<file path="src/rtl/core/srlm_pkg.sv">
// ----------------------------------------------------------------------------
// srlm_pkg: shared types and constants
// Element format, command codes, register indexes and the control bundle that
// the top level broadcasts to every matcher cell.
// ----------------------------------------------------------------------------
package srlm_pkg;

    localparam int MAX_ELEMENTS_DEFAULT = 32;

    localparam int CMD_W       = 2;
    localparam int INDEX_W     = 5;
    localparam int CHAR_W      = 8;
    localparam int CFG_INDEX_W = 2;
    localparam int CFG_DATA_W  = 6;

    typedef enum logic [CMD_W-1:0] {
        CMD_LOAD = 2'd0,
        CMD_TEXT = 2'd1,
        CMD_EOL  = 2'd2
    } cmd_t;

    typedef enum logic [CFG_INDEX_W-1:0] {
        REG_PATTERN_LENGTH = 2'd0,
        REG_ANCHOR_START   = 2'd1,
        REG_ANCHOR_END     = 2'd2
    } cfg_index_t;

    typedef struct packed {
        logic              any;
        logic              star;
        logic [CHAR_W-1:0] ch;
    } elem_t;

    typedef struct packed {
        logic              text_step;
        logic              line_clear;
        logic [CHAR_W-1:0] text_char;
        elem_t             elem;
    } cell_ctrl_t;

endpackage

</file>
<file path="src/rtl/core/srlm_in_if.sv">
// ----------------------------------------------------------------------------
// srlm_in_if: command channel
// Valid/ready channel carrying load, text and end-of-line commands.
// ----------------------------------------------------------------------------
interface srlm_in_if
    import srlm_pkg::*;
();
    logic                  valid;
    logic                  ready;
    logic [CMD_W-1:0]      cmd;
    logic [INDEX_W-1:0]    elem_index;
    logic [CHAR_W-1:0]     elem_char;
    logic                  elem_star;
    logic                  elem_any;
    logic [CHAR_W-1:0]     text_char;

    modport source (output valid, cmd, elem_index, elem_char, elem_star, elem_any,
                    text_char, input ready);
    modport sink   (input valid, cmd, elem_index, elem_char, elem_star, elem_any,
                    text_char, output ready);
endinterface

</file>
<file path="src/rtl/core/srlm_out_if.sv">
// ----------------------------------------------------------------------------
// srlm_out_if: result channel
// Valid/ready channel carrying the per-line match verdict.
// ----------------------------------------------------------------------------
interface srlm_out_if
    import srlm_pkg::*;
();
    logic valid;
    logic ready;
    logic line_matched;

    modport source (output valid, line_matched, input ready);
    modport sink   (input valid, line_matched, output ready);
endinterface

</file>
<file path="src/rtl/core/srlm_cell.sv">
// ----------------------------------------------------------------------------
// srlm_cell: one pattern position of the matcher
// Holds one pattern element and the active bit of the prefix ending before
// it, forms the star closure from its left neighbour and hands the advance
// bit to its right neighbour on every text beat.
// ----------------------------------------------------------------------------
module srlm_cell
    import srlm_pkg::*;
#(
    parameter bit IS_FIRST = 1'b0
) (
    input  logic       clk,
    input  logic       rst_n,
    input  cell_ctrl_t ctrl,
    input  logic       load_sel,
    input  logic       in_use,
    input  logic       carry_in,
    input  logic       adv_in,
    output logic       closed_out,
    output logic       carry_out,
    output logic       adv_out
);

    elem_t elem_reg;
    logic  active_reg;
    logic  active_next;
    logic  take;

    // The prefix is live if it was reached directly or by skipping a starred
    // element on the left.
    assign closed_out = active_reg | carry_in;
    assign carry_out  = closed_out & in_use & elem_reg.star;
    assign take       = closed_out & in_use &
                        (elem_reg.any | (elem_reg.ch == ctrl.text_char));
    assign adv_out    = take & ~elem_reg.star;

    always_comb
    begin
        active_next = active_reg;
        if (ctrl.line_clear)
        begin
            active_next = IS_FIRST;
        end
        else if (ctrl.text_step)
        begin
            active_next = (take & elem_reg.star) | adv_in;
        end
    end

    always_ff @(posedge clk or negedge rst_n)
    begin
        if (!rst_n)
        begin
            active_reg <= IS_FIRST;
        end
        else
        begin
            active_reg <= active_next;
        end
    end

    always_ff @(posedge clk)
    begin
        if (load_sel)
        begin
            elem_reg <= ctrl.elem;
        end
    end

endmodule

</file>
<file path="src/rtl/core/simple_regex_line_matcher_unit.sv">
// ----------------------------------------------------------------------------
// simple_regex_line_matcher_unit: streaming line matcher for small regexes
// Row of pattern cells forming a parallel NFA, with found flag and result
// register.
// ----------------------------------------------------------------------------
// The block takes one command beat per clock cycle, every cycle, as long as
// the result register is empty or being drained in the same cycle. Load and
// text beats give no result; an end-of-line beat puts its verdict into the
// result register at the next edge. The clock period is set by the star
// closure rippling through the row of MAX_ELEMENTS cells and the final
// selection of the prefix at the pattern length.
module simple_regex_line_matcher_unit
    import srlm_pkg::*;
#(
    parameter int MAX_ELEMENTS = MAX_ELEMENTS_DEFAULT
) (
    input  logic                   clk,
    input  logic                   rst_n,
    srlm_in_if.sink                in_ch,
    srlm_out_if.source             out_ch,
    input  logic                   cfg_we,
    input  logic [CFG_INDEX_W-1:0] cfg_index,
    input  logic [CFG_DATA_W-1:0]  cfg_data
);

    localparam int LEN_W = $clog2(MAX_ELEMENTS + 1);

    logic [CFG_DATA_W-1:0] pattern_length_reg;
    logic                  anchor_start_reg;
    logic                  anchor_end_reg;
    logic                  found_reg;
    logic                  found_next;
    logic                  active_end_reg;
    logic                  active_end_next;
    logic                  out_valid_reg;
    logic                  out_valid_next;
    logic                  out_matched_reg;
    logic                  out_matched_next;

    logic                  accept;
    logic                  is_load;
    logic                  is_text;
    logic                  is_eol;
    logic [CFG_DATA_W-1:0] len_eff;
    logic [LEN_W-1:0]      len_idx;
    logic                  hit;
    cell_ctrl_t            ctrl;

    logic [MAX_ELEMENTS:0]   carry;
    logic [MAX_ELEMENTS:0]   adv;
    logic [MAX_ELEMENTS:0]   closed_vec;
    logic [MAX_ELEMENTS-1:0] load_sel;
    logic [MAX_ELEMENTS-1:0] in_use;

    assign in_ch.ready = ~out_valid_reg | out_ch.ready;
    assign accept      = in_ch.valid & in_ch.ready;

    always_comb
    begin
        is_load = 1'b0;
        is_text = 1'b0;
        is_eol  = 1'b0;
        unique case (cmd_t'(in_ch.cmd))
            CMD_LOAD: is_load = accept;
            CMD_TEXT: is_text = accept;
            CMD_EOL:  is_eol  = accept;
            default:  ;
        endcase
    end

    assign len_eff = (pattern_length_reg > CFG_DATA_W'(MAX_ELEMENTS)) ?
                     CFG_DATA_W'(MAX_ELEMENTS) : pattern_length_reg;
    assign len_idx = len_eff[LEN_W-1:0];

    assign ctrl.text_step = is_text;
    assign ctrl.line_clear = is_eol;
    assign ctrl.text_char = in_ch.text_char;
    assign ctrl.elem.any  = in_ch.elem_any;
    assign ctrl.elem.star = in_ch.elem_star;
    assign ctrl.elem.ch   = in_ch.elem_char;

    assign carry[0] = 1'b0;
    // Without the start anchor a fresh attempt begins at every position.
    assign adv[0]   = ~anchor_start_reg;

    for (genvar g = 0; g < MAX_ELEMENTS; g++)
    begin : g_cell
        assign load_sel[g] = is_load &
                             ({1'b0, in_ch.elem_index} == CFG_DATA_W'(g));
        assign in_use[g]   = len_eff > CFG_DATA_W'(g);

        srlm_cell #(
            .IS_FIRST (g == 0)
        ) u_cell (
            .clk        (clk),
            .rst_n      (rst_n),
            .ctrl       (ctrl),
            .load_sel   (load_sel[g]),
            .in_use     (in_use[g]),
            .carry_in   (carry[g]),
            .adv_in     (adv[g]),
            .closed_out (closed_vec[g]),
            .carry_out  (carry[g+1]),
            .adv_out    (adv[g+1])
        );
    end

    assign closed_vec[MAX_ELEMENTS] = active_end_reg | carry[MAX_ELEMENTS];
    assign hit = closed_vec[len_idx];

    always_comb
    begin
        found_next       = found_reg;
        active_end_next  = active_end_reg;
        out_valid_next   = out_valid_reg & ~out_ch.ready;
        out_matched_next = out_matched_reg;
        if (is_text)
        begin
            found_next      = found_reg | (~anchor_end_reg & hit);
            active_end_next = adv[MAX_ELEMENTS];
        end
        else if (is_eol)
        begin
            found_next       = 1'b0;
            active_end_next  = 1'b0;
            out_valid_next   = 1'b1;
            out_matched_next = found_reg | hit;
        end
    end

    always_ff @(posedge clk or negedge rst_n)
    begin
        if (!rst_n)
        begin
            pattern_length_reg <= '0;
            anchor_start_reg   <= 1'b0;
            anchor_end_reg     <= 1'b0;
        end
        else if (cfg_we)
        begin
            case (cfg_index_t'(cfg_index))
                REG_PATTERN_LENGTH: pattern_length_reg <= cfg_data;
                REG_ANCHOR_START:   anchor_start_reg   <= cfg_data[0];
                REG_ANCHOR_END:     anchor_end_reg     <= cfg_data[0];
                default:            ;
            endcase
        end
    end

    always_ff @(posedge clk or negedge rst_n)
    begin
        if (!rst_n)
        begin
            found_reg      <= 1'b0;
            active_end_reg <= 1'b0;
            out_valid_reg  <= 1'b0;
        end
        else
        begin
            found_reg      <= found_next;
            active_end_reg <= active_end_next;
            out_valid_reg  <= out_valid_next;
        end
    end

    always_ff @(posedge clk)
    begin
        out_matched_reg <= out_matched_next;
    end

    assign out_ch.valid        = out_valid_reg;
    assign out_ch.line_matched = out_matched_reg;

endmodule

</file>
<file path="src/flat_wrapper.sv">
// flat-port wrapper written by rule: the top's interface ports become plain ports
module simple_regex_line_matcher_unit_flat import srlm_pkg::*;
#(
    parameter int MAX_ELEMENTS = MAX_ELEMENTS_DEFAULT
)
  (clk, rst_n, cfg_we, cfg_index, cfg_data, in_ch_valid, in_ch_cmd, in_ch_elem_index, in_ch_elem_char, in_ch_elem_star, in_ch_elem_any, in_ch_text_char, in_ch_ready, out_ch_valid, out_ch_line_matched, out_ch_ready);
  srlm_in_if in_ch_i ();
  srlm_out_if out_ch_i ();
  input  logic clk;
  input  logic rst_n;
  input  logic cfg_we;
  input  logic [CFG_INDEX_W-1:0] cfg_index;
  input  logic [CFG_DATA_W-1:0] cfg_data;
  input wire logic [$bits(in_ch_i.valid)-1:0] in_ch_valid;
  input wire logic [$bits(in_ch_i.cmd)-1:0] in_ch_cmd;
  input wire logic [$bits(in_ch_i.elem_index)-1:0] in_ch_elem_index;
  input wire logic [$bits(in_ch_i.elem_char)-1:0] in_ch_elem_char;
  input wire logic [$bits(in_ch_i.elem_star)-1:0] in_ch_elem_star;
  input wire logic [$bits(in_ch_i.elem_any)-1:0] in_ch_elem_any;
  input wire logic [$bits(in_ch_i.text_char)-1:0] in_ch_text_char;
  output wire logic [$bits(in_ch_i.ready)-1:0] in_ch_ready;
  output wire logic [$bits(out_ch_i.valid)-1:0] out_ch_valid;
  output wire logic [$bits(out_ch_i.line_matched)-1:0] out_ch_line_matched;
  input wire logic [$bits(out_ch_i.ready)-1:0] out_ch_ready;
  assign in_ch_i.valid = in_ch_valid;
  assign in_ch_i.cmd = in_ch_cmd;
  assign in_ch_i.elem_index = in_ch_elem_index;
  assign in_ch_i.elem_char = in_ch_elem_char;
  assign in_ch_i.elem_star = in_ch_elem_star;
  assign in_ch_i.elem_any = in_ch_elem_any;
  assign in_ch_i.text_char = in_ch_text_char;
  assign in_ch_ready = in_ch_i.ready;
  assign out_ch_valid = out_ch_i.valid;
  assign out_ch_line_matched = out_ch_i.line_matched;
  assign out_ch_i.ready = out_ch_ready;
  simple_regex_line_matcher_unit #(.MAX_ELEMENTS(MAX_ELEMENTS)) u_core (.clk(clk), .rst_n(rst_n), .in_ch(in_ch_i), .out_ch(out_ch_i), .cfg_we(cfg_we), .cfg_index(cfg_index), .cfg_data(cfg_data));
endmodule
</file>
<file path="config.mk">
export PLATFORM = sky130hd
export DESIGN_NAME = simple_regex_line_matcher_unit_flat
export DESIGN_NICKNAME = d
export VERILOG_FILES = /design/src/rtl/core/srlm_pkg.sv /design/src/rtl/core/srlm_in_if.sv /design/src/rtl/core/srlm_out_if.sv /design/src/rtl/core/srlm_cell.sv /design/src/rtl/core/simple_regex_line_matcher_unit.sv /design/src/flat_wrapper.sv
export SDC_FILE = /design/constraint.sdc
export NUM_CORES = 1
export LEC_CHECK = 0
export ABC_CLOCK_PERIOD_IN_PS = 3200
export BUFFER_PORTS_ARGS = -buffer_cell sky130_fd_sc_hd__buf_4
export CORE_MARGIN = 5
export CORE_UTILIZATION = 55
export DETAILED_ROUTE_END_ITERATION = 10
export PLACE_DENSITY = 0.71
export SLEW_MARGIN = 20
export SYNTH_ARGS = -nofsm -noshare
export SYNTH_HDL_FRONTEND = slang
export SYNTH_SLANG_ARGS = --single-unit
</file>
<file path="constraint.sdc">
create_clock -name clk -period 3.2 [get_ports clk]
set_input_delay 0.16 -clock clk [delete_from_list [all_inputs] [get_ports clk]]
set_output_delay 0.16 -clock clk [all_outputs]
set_load 0.005 [all_outputs]
</file>
== Word-level counts from Yosys, hierarchy flattened ==
Cells that the tools add are included.
Storage, ports and cells
  logic and storage cells: 650
  bits in registers: 364
  input port bits: 38
Cells by class
  magnitude comparators: 34
  reduce and logical (&&, ||, !) cells: 8
  eq/ne operators: 67
  bitwise logic cells: 331
  multiplexer cells: 75
Operators with widths (count)
  equality test 8 bit: 32
  AND 1 bit: 195
  bitwise OR 1 bit: 99
  greater-than comparator 6 x 5 -> 1 bit (second input constant): 16
  equality test 5 bit (second input constant): 16
  two-way mux 1 bit: 73
  greater-than comparator 6 x 4 -> 1 bit (second input constant): 8
  equality test 5 x 4 -> 1 bit (second input constant): 8
  NOT 1 bit: 37
  greater-than comparator 6 x 3 -> 1 bit (second input constant): 4
  equality test 5 x 3 -> 1 bit (second input constant): 4
  greater-than comparator 6 x 1 -> 1 bit (second input constant): 2
  greater-than comparator 6 x 2 -> 1 bit (second input constant): 2
  equality test 5 x 2 -> 1 bit (second input constant): 2
  AND reduction 2 bit: 4
  less-than comparator 6 x 7 -> 1 bit (second input constant): 1
  binary-select mux 1 bit (select 6 bit): 1
  greater-than comparator 6 bit (second input constant): 1
  two-way mux 6 bit: 1
  equality test 5 x 1 -> 1 bit (second input constant): 1
  logical NOT 5 bit: 1
  equality test 2 x 1 -> 1 bit (second input constant): 2
  equality test 2 bit (second input constant): 2
  logical NOT 2 bit: 2
  nonzero test 2 bit: 1

== Depth between registers and ports, before layout ==
Gate-level depths: netlist of the first run.
  word-level depth: 104
  mapped depth: 13
  depth with buffers taken out: 10

== Hierarchy ==
Synthesis of the first run repeated with hierarchy kept, for this count alone.
Second synthesis, totals
  cells, all modules: 1190
  area total of the unflattened synthesis: 16702.3 sq um
Modules (own cells, without submodules)
  srlm_cell at u_core.g_cell[10].u_cell ...: instances 31, cells an instance 31, area each 478.0 sq um
  simple_regex_line_matcher_unit: instances 1, cells an instance 199, area each 1416.4 sq um
  srlm_cell at u_core.g_cell[0].u_cell: instances 1, cells an instance 30, area each 469.2 sq um

== Worst setup path before layout of the first run ==
No wires, ideal clock.
  kind: flip-flop to flip-flop
  from: register u_core.pattern_length_reg[1]
  to: register u_core.out_matched_reg (netlist: u_core.out_ch.line_matched), data pin
  data required time: 2.941 ns
  stages on the path, launching flop included: 12
  clock period less this slack: 2.881 ns
  library setup time: 0.259 ns
  arrival: 2.622 ns
  buffers on the path: 1
  slack: 0.319 ns
  cell sequence: dfrtp_1 buf_2 nor3_1 o221ai_1 a311oi_1 nor3b_2 nor3_4 o31ai_1 a221oi_1 o311ai_1 o211ai_1 nand2_1
On the way
  longest elaborated chain between the ends: 102
Ends and longest elaborated chain
  start: declaration: line simple_regex_line_matcher_unit.sv:28  | logic [CFG_DATA_W-1:0] pattern_length_reg;
  start signal: assignment: line simple_regex_line_matcher_unit.sv:142  | REG_PATTERN_LENGTH: pattern_length_reg <= cfg_data;
  greater-than comparator 6 bit: line simple_regex_line_matcher_unit.sv:71  | assign len_eff = (pattern_length_reg > CFG_DATA_W'(MAX_ELEMENTS)) ?
  two-way mux 6 bit (*): line simple_regex_line_matcher_unit.sv:71
  greater-than comparator 6 x 1 -> 1 bit: line simple_regex_line_matcher_unit.sv:90  | assign in_use[g] = len_eff > CFG_DATA_W'(g);
  AND 1 bit (2 in series): line srlm_cell.sv:32  | assign carry_out = closed_out & in_use & elem_reg.star;
  bitwise OR 1 bit: line srlm_cell.sv:31  | assign closed_out = active_reg | carry_in;
  AND 1 bit (2 in series): line srlm_cell.sv:32
  bitwise OR 1 bit: line srlm_cell.sv:31
  AND 1 bit (2 in series): line srlm_cell.sv:32
  [81 not listed]
  bitwise OR 1 bit: line srlm_cell.sv:31
  AND 1 bit (2 in series): line srlm_cell.sv:32
  bitwise OR 1 bit: line srlm_cell.sv:31
  AND 1 bit (2 in series): line srlm_cell.sv:32
  bitwise OR 1 bit: line simple_regex_line_matcher_unit.sv:108  | assign closed_vec[MAX_ELEMENTS] = active_end_reg | carry[MAX_ELEMENTS];
  binary-select mux 1 bit (select 6 bit) (*): line simple_regex_line_matcher_unit.sv:109  | assign hit = closed_vec[len_idx];
  two-way mux 1 bit (not written as such) (*): line simple_regex_line_matcher_unit.sv:109
  bitwise OR 1 bit (*): line simple_regex_line_matcher_unit.sv:127  | out_matched_next = found_reg | hit;
  end signal: assignment: line simple_regex_line_matcher_unit.sv:168  | out_matched_reg <= out_matched_next;
  end: declaration: line simple_regex_line_matcher_unit.sv:37  | logic out_matched_reg;
Mark *: on every way between the ends. The rest lies on a longest branch, timed or not. The select of a mux whose other input is x is not followed.
A chain may end at the register's enable or synchronous reset.

== Worst setup path after layout of the first run ==
  from: register u_core.pattern_length_reg[3]
  to: register u_core.g_cell[30].u_cell.active_reg
On the way
  longest elaborated chain between the ends: 99
Ends and longest elaborated chain
  greater-than comparator 6 bit: line simple_regex_line_matcher_unit.sv:71
  two-way mux 6 bit (*): line simple_regex_line_matcher_unit.sv:71
  greater-than comparator 6 x 1 -> 1 bit: line simple_regex_line_matcher_unit.sv:90
  AND 1 bit (2 in series): line srlm_cell.sv:32
  bitwise OR 1 bit: line srlm_cell.sv:31
  AND 1 bit (2 in series): line srlm_cell.sv:32
  bitwise OR 1 bit: line srlm_cell.sv:31
  AND 1 bit (2 in series): line srlm_cell.sv:32
  [79 not listed]
  AND 1 bit: line srlm_cell.sv:32, srlm_cell.sv:33
  AND 1 bit: line srlm_cell.sv:32
  bitwise OR 1 bit: line srlm_cell.sv:31
  AND 1 bit (2 in series): line srlm_cell.sv:33  | assign take = closed_out & in_use &
  AND 1 bit: line srlm_cell.sv:46  | active_next = (take & elem_reg.star) | adv_in;
  bitwise OR 1 bit (*): line srlm_cell.sv:46
  two-way mux 1 bit (*): line srlm_cell.sv:44  | else if (ctrl.text_step)
  two-way mux 1 bit (*): line srlm_cell.sv:40  | if (ctrl.line_clear)
  end signal: assignment: line srlm_cell.sv:58  | active_reg <= active_next;
  end: declaration: line srlm_cell.sv:25  | logic active_reg;
Marked as above.

==> summary.md, run 1 <==
| Metric | Value |
|---|---|
| Starting Density | `55.32%` |
| Grt total ovfl | `0` |
| Cell Count, Final, Fillers Out | `1899` |
| Worst R2R Start | `u_core.pattern_length_reg[3]` |
| Fin worst setup slack | `~0.016 ns` |
| Fin crit period | `~3.2 ns` |
| Layout cell share with drive strength beyond 1 | `between 20% and 30%` |
| Max-slew violations | `0` |
| FF-to-FF path depth | `14` |
| Drt first pass iters | `5` |
| Number of max-cap violations | `0` |
| Setup tns final | `0 ns` |
| Core Box Area | `30430 um2` |
| Max VDD drop | `~0.00028 V` |
| Total CTS buffers | `37` |
| Clock Pin Slew Worst Setup and Hold Paths | `roughly 0.060 ns` |
| I/O Pins | `41` |
| Clk network pwr share | `about two fifths` |
| DIE AREA | `about 34000 um2` |
| Routed via count | `roughly 12000` |
| Worst Path Max Fanout | `6` |
| Gpl congestion | `approximately 1` |
| Register bit count reported by yosys | `approximately 360` |
| CP peak stage delay | `around 0.55 ns` |
| Worst path slowest cell | `or4_4` |
| Comb pwr share | `12.6%` |
| Reg-to-reg slack, setup | `roughly 0.016 ns` |
| Tightest Pin Transition | `between 0.7 and 0.8 ns` |
| RSZ-0062 raised after global routing | `true` |
| Worst slack at placement | `-0.1373 ns` |
| Detailed placement HPWL | `between 20000 and 30000 um` |
| FF-to-FF End | `u_core.g_cell[30].u_cell.active_reg` |
| Startpoint types | `flop` |
| Commonest register cell after synthesis | `edfxtp_1` |
| Post-Place Cell Area | `18320 um2` |
| Post-synth EDFFs | `~320` |
| Switching Share | `24.22%` |
| Post-DR wirelength/cell | `around 24 um` |
| Hold Path Class | `input port to flop` |
| First-pass GRT wire length | `between 60000 and 70000 um` |
| Worst-Skew Late Latency | `0.53 ns` |
| Crit path buffers/inverters | `4` |
| Routed WL | `45020 um` |
| Clk_skew | `roughly 0.014 ns` |
| Hold depth | `4` |
| Seq/Total Area, Yosys | `between 60% and 70%` |
| Hold Path Sink | `u_core.out_ch.valid` |
| Leak pwr | `slightly above 7 nW` |
| WHS | `0.03082 ns` |
| CTS Sinks | `~360` |
| Post-Place Cells | `approximately 1800` |
| CTS tree | `yes` |
| Sw Pwr | `about 2.6 mW` |
| Worst EP required | `~3.7 ns` |
| Fin crit share | `about 99%` |
| Share of power burned in registers | `approximately half` |
| H-tree level count | `2` |
| Clock Root Buffer | `clkbuf_16` |
| Via density | `between 6 and 7` |
| Utilization after layout | `between 60% and 70%` |
| Max-slew headroom | `53.24%` |
| Post-Syn Area | `~17000 um2` |
| Crit-path cells | `buf_6 > nor4_4 > buf_4 > a211oi_4 > o311ai_4 > buf_6 > a2111oi_4 > nor3_4 > buf_6 > o21ai_4 > a21oi_2 > or4_4 > o22ai_2 > a22o_1` |
| Pint | `8.181 mW` |
| Pwr Total | `approximately 11 mW` |
| Syn Nets | `1333` |
| Post-synthesis cell type count | `77` |
| Peak Freq | `between 300 and 400 MHz` |
| Chip Width | `about 180 um` |
| # nets final | `roughly 1500` |
| CP Class | `flop to flop` |
| Number of global-route vias before repair | `between 10000 and 15000` |
| Crit path DAT | `3.65 ns` |
| DRT antenna net count | `0` |
| Gate Count Post-Synth | `roughly 1300` |
| DRT iter0 DRCs | `about 1000` |
| Clock Path Buffers | `3` |
| Number of fill cells | `~2300` |
| Top cell by count, worst path | `buf_6` |
| PwrDens | `approximately 540 nW/um2` |
| IO buf count | `40` |
| Syn_area_per_cell | `about 13 um2` |
| Syn. warnings | `0` |
| Setup violators final | `0` |
| CP delay by family, top | `compound AO/OA/AOI/OAI gates` |
| Initial antenna violation count | `1` |
| Largest net degree at the start of global routing | `between 40 and 50` |
| Status | `finished, final reports clean` |
| Hold Vio Cnt, Final | `0` |
| Hold Startpoint | `in_ch_cmd[0]` |
| Post-synth ARST share | `roughly an eighth` |
| Remaining DRCs | `0` |
| CP endpoint kind | `flop` |
| Total global-route track usage | `between 20% and 30%` |
| Row count | `64` |
| Design area | `~20000 um2` |
| Area grow syn2layout | `19.22%` |
| Max FFs per register | `320` |
| Die Ht | `between 150 and 200 um` |
layout by cell type (no fill, tap or decap), types with 12 or more instances in the layout:
cell	synthesis	final
a21oi_1	76	71
buf_4	5	185
clkbuf_1	31	12
clkbuf_16	0	38
dfrtp_1	42	37
dlygate4sd3_1	0	13
edfxtp_1	321	321
inv_1	38	38
nand2_1	67	67
nand4_1	19	19
nor2_1	76	72
nor3_1	26	24
nor4_1	58	57
o211ai_1	13	13
o21ai_0	47	43
xnor2_1	58	58
xor2_1	198	198
cell families (layout without fill, tap and decap cells):
family	count (synthesis)	count (layout)	share of synthesized area (%)
AOI/OAI and AO/OA	260	260	10.63
xor gates and xnor gates	256	256	13.32
buffers and inverters	102	309	2.475
DFF	364	364	63.66
muxes	5	5	0.4013
other	0	1	0
and+or+nand+nor	308	308	9.514
worst max-delay path by stage:
stage                                            start                             endpoint  slack, ns  cells past startpoint
final                     u_core.pattern_length_reg[3]  u_core.g_cell[30].u_cell.active_reg       0.02                     14
after global placement    u_core.pattern_length_reg[1]           u_core.out_ch.line_matched      -0.14                     12
after global routing      u_core.pattern_length_reg[1]                     u_core.found_reg      -0.05                     14
after detailed placement  u_core.pattern_length_reg[1]           u_core.out_ch.line_matched      -0.14                     12
after CTS                 u_core.pattern_length_reg[1]  u_core.g_cell[31].u_cell.active_reg      0.003                     12
after floorplan           u_core.pattern_length_reg[1]           u_core.out_ch.line_matched       0.32                     11
what timing repair did:
action / CTS / global route
gates resized for setup: 5 / 52
pin swaps: 2 / 22
buffers inserted: 3 / 24
hold endpoints to repair: 52 / 0
setup endpoints to repair: 4 / 10
hold buffers: 13 / 0
worst register-to-register path: stages (launching register included):
cell       delay (ns)
dfrtp_2          0.46
buf_6            0.15
nor4_4           0.04
buf_4            0.15
a211oi_4         0.22
o311ai_4         0.12
buf_6            0.15
a2111oi_4        0.48
nor3_4           0.08
buf_6            0.14
o21ai_4          0.20
a21oi_2          0.09
or4_4            0.55
o22ai_2          0.16
a22o_1           0.14
area by class of cell:
type                            instances  area (um2)  share of cell area, %
Sequential cell                       364       10720                  53.43
Multi-Input combinational cell        829        5904                  29.42
Inverter                               38       142.6                 0.7107
Antenna cell                            1       2.502                0.01247
Timing Repair Buffer                  206        1627                  8.105
Clock buffer                           53        1037                  5.168
Tap cell                              396       495.5                  2.469
Clock inverter                         12       137.6                 0.6858
metal layers:
metal / wire length [um] / up-vias / GRT usage [%]
li1: - / 5198 / -
met1: 18580 / 5796 / 35.60
met2: 21420 / 513 / 42.43
met4: 1516 / 2 / 8.250
met5: 20 / - / 0
met3: 3479 / 105 / 4.811
synthesized netlist by cell type (6+ instances only):
library cell | number | area, um2
a211oi_1 | 9 | 67.56
a21oi_1 | 76 | 380.4
a221oi_1 | 6 | 52.55
a22o_1 | 10 | 87.58
a22oi_1 | 6 | 45.04
a31oi_1 | 8 | 50.05
buf_1 | 21 | 78.83
buf_2 | 6 | 30.03
clkbuf_1 | 31 | 116.4
dfrtp_1 | 42 | 1051
edfxtp_1 | 321 | 9639
inv_1 | 38 | 142.6
nand2_1 | 67 | 251.5
nand2b_1 | 10 | 62.56
nand3_1 | 12 | 60.06
nand4_1 | 19 | 118.9
nor2_1 | 76 | 285.3
nor2b_1 | 7 | 43.79
nor3_1 | 26 | 130.1
nor4_1 | 58 | 362.9
o2111ai_1 | 7 | 61.31
o211ai_1 | 13 | 97.59
o21ai_0 | 47 | 235.2
o221ai_1 | 7 | 61.31
o22ai_1 | 9 | 56.30
xnor2_1 | 58 | 508.0
xor2_1 | 198 | 1734
power by group through the flow:
stage                     Sequential [mW]  Combinational (mW)  Clock [mW]
final                                5.26                1.36        4.17
after global routing                 5.26                1.45        4.43
after CTS                            5.27                1.20        4.23
after detailed placement             5.36                1.18           0
after global placement               5.36                1.17           0
after floorplan                      5.33               0.673           0
No activity file was read; power rests on OpenSTA's default activity.
==> inputs of run 2 (changes only) <==
--- a/config.mk
+++ b/config.mk
@@ -8,9 +8,9 @@
 export ABC_CLOCK_PERIOD_IN_PS = 3200
 export BUFFER_PORTS_ARGS = -buffer_cell sky130_fd_sc_hd__buf_4
 export CORE_MARGIN = 5
-export CORE_UTILIZATION = 55
+export CORE_UTILIZATION = 63
 export DETAILED_ROUTE_END_ITERATION = 10
-export PLACE_DENSITY = 0.71
+export PLACE_DENSITY = 0.8
 export SLEW_MARGIN = 20
 export SYNTH_ARGS = -nofsm -noshare
 export SYNTH_HDL_FRONTEND = slang
==> run 2 against run 1 <==
Non-clock buffer count unchanged. Die area decreased by 12%. Sequential share of layout area increased by 0.37 points. Maximum frequency increased by 0.91%. Clock power decreased by 1%. Largest cell class unchanged.
==> summary.md, run 2 (same netlist as run 1, synthesis figures left out) <==
| Metric | Value |
|---|---|
| Status | `finished, final reports clean` |
| Die Ht | `around 170 um` |
| IO buf count | `40` |
| Hold depth | `3` |
| First-pass GRT wire length | `~70000 um` |
| Total CTS buffers | `37` |
| Crit path buffers/inverters | `4` |
| Initial antenna violation count | `1` |
| Worst Path Max Fanout | `5` |
| Routed via count | `around 12000` |
| CP Class | `flop to flop` |
| Setup violators final | `0` |
| Max-slew headroom | `50.17%` |
| Design area | `~20000 um2` |
| Clock Pin Slew Worst Setup and Hold Paths | `approximately 0.07 ns` |
| Via density | `around 6.4` |
| Peak Freq | `~320 MHz` |
| Tightest Pin Transition | `around 0.75 ns` |
| Starting Density | `64.23%` |
| CTS Sinks | `~360` |
| Post-Place Cell Area | `18350 um2` |
| Row count | `a little under 60` |
| Layout cell share with drive strength beyond 1 | `19.89%` |
| Hold Path Class | `input port to flop` |
| Leak pwr | `around 7.1 nW` |
| DRT antenna net count | `0` |
| CTS tree | `yes` |
| Gpl congestion | `1.014` |
| Max VDD drop | `slightly above 0.0005 V` |
| CP peak stage delay | `0.50 ns` |
| H-tree level count | `2` |
| Crit-path cells | `buf_6 > nor4_4 > buf_4 > a211oi_4 > o311ai_4 > buf_6 > a2111oi_4 > nor3_4 > buf_6 > o21ai_4 > a21oi_1 > or4_4 > nor3_1 > a221o_1` |
| Worst-Skew Late Latency | `around 0.53 ns` |
| Ant. Diodes | `0` |
| Number of max-cap violations | `0` |
| Routed WL | `46110 um` |
| Clock Root Buffer | `clkbuf_16` |
| PwrDens | `roughly 540 nW/um2` |
| CP endpoint kind | `flop` |
| Reg-to-reg slack, setup | `0.05 ns` |
| Worst path slowest cell | `or4_4` |
| Clk_skew | `roughly 0.015 ns` |
| Utilization after layout | `around three quarters` |
| Drt first pass iters | `5` |
| Core Box Area | `approximately 26000 um2` |
| I/O Pins | `between 40 and 50` |
| Worst path depth | `14` |
| Grt total ovfl | `0` |
| Largest net degree at the start of global routing | `44` |
| Max FFs per register | `between 300 and 400` |
| Fin crit share | `between 90% and 100%` |
| Startpoint types | `flop` |
| CP delay by family, top | `compound AO/OA/AOI/OAI gates` |
| # nets final | `1514` |
| Clock Path Buffers | `3` |
| Crit path DAT | `3.61 ns` |
| Most common library cell in the layout ignoring fill and taps | `edfxtp_1` |
| DRT iter0 DRCs | `approximately 1500` |
| Top cell by count, worst path | `buf_6` |
| Worst EP required | `between 3 and 4 ns` |
| Cell Count, Final, Fillers Out | `approximately 1800` |
| Post-DR wirelength/cell | `about 25 um` |
| WHS | `~0.0018 ns` |
| DIE AREA | `roughly 30000 um2` |
| Chip Width | `between 150 and 200 um` |
| Total global-route track usage | `a little under a third` |
| Number of global-route vias before repair | `11640` |
| Post-Place Cells | `roughly 1700` |
| RSZ-0062 raised after global routing | `true` |
| Max-slew violations | `0` |
| Detailed placement HPWL | `~29000 um` |
| Fin crit period | `between 3 and 4 ns` |
| FF-to-FF path depth | `14` |
| Number of fill cells | `approximately 1600` |
| Area grow syn2layout | `18.37%` |
| Remaining DRCs | `0` |
| Commonest cells after routing, fill and taps aside | `321 x edfxtp_1, 198 x xor2_1, 188 x buf_4` |
| Hold Vio Cnt, Final | `0` |
run 2: per-layer routing:
metal	GRT usage (%)	vias to the layer above	wire [um]
met2	46.10	666	21010
met1	44.40	5808	18750
met4	7.582	2	1045
li1	-	5202	-
met5	0	-	12
met3	7.415	93	5291
run 2: area by class of cell:
class | count | area, um2 | share of cell area [%]
sequential | 364 | 10720 | 53.80
multi-input combinational | 829 | 5896 | 29.59
timing repair buffer | 206 | 1600 | 8.031
clock buffer | 48 | 988.4 | 4.961
tap | 335 | 419.2 | 2.104
clock inverter | 18 | 160.2 | 0.8038
inverter | 38 | 142.6 | 0.7159
run 2: tightest hold or removal path: stages:
cell and delay, ns:
buf_4 0.13, nand2_1 0.16, nand2_1 0.08
run 2: timing repair:
| action | in CTS | in global routing |
|---|---|---|
| resized for setup | 10 | 35 |
| hold buffers | 11 | 0 |
| endpoints found under the setup margin | 13 | 14 |
| pin swaps | 1 | 15 |
| cloned | 0 | 0 |
| setup buffers | 0 | 14 |
| endpoints found under the hold margin | 51 | 0 |
run 2: path summary, 6_finish.rpt:
check / end / start
min in group asynchronous: u_core.out_ch.valid / rst_n
hold / removal: u_core.g_cell[0].u_cell.active_reg / in_ch_cmd[1]
setup / recovery: u_core.g_cell[31].u_cell.active_reg / u_core.pattern_length_reg[2]
setup reg to reg: u_core.g_cell[31].u_cell.active_reg / u_core.pattern_length_reg[2]
max in group asynchronous: u_core.pattern_length_reg[5] / rst_n
hold reg to reg: u_core.g_cell[2].u_cell.active_reg / u_core.g_cell[2].u_cell.active_reg
run 2: metrics by stage:
step	total power [mW]	setup slack (ns)	TNS (ns)
after floorplan	6.006	0.3191	0
after global placement	6.556	-0.1512	-0.7546
after detailed placement	6.558	-0.1991	-0.6653
after CTS	10.66	0.01718	0
after global routing	11.07	-0.06074	-0.1743
final	10.72	0.04512	0
run 2: report_power, final:
group | switching [mW] | internal, mW
combinational | 0.832 | 0.504
sequential | 0.0351 | 5.21
clock | 1.78 | 2.36
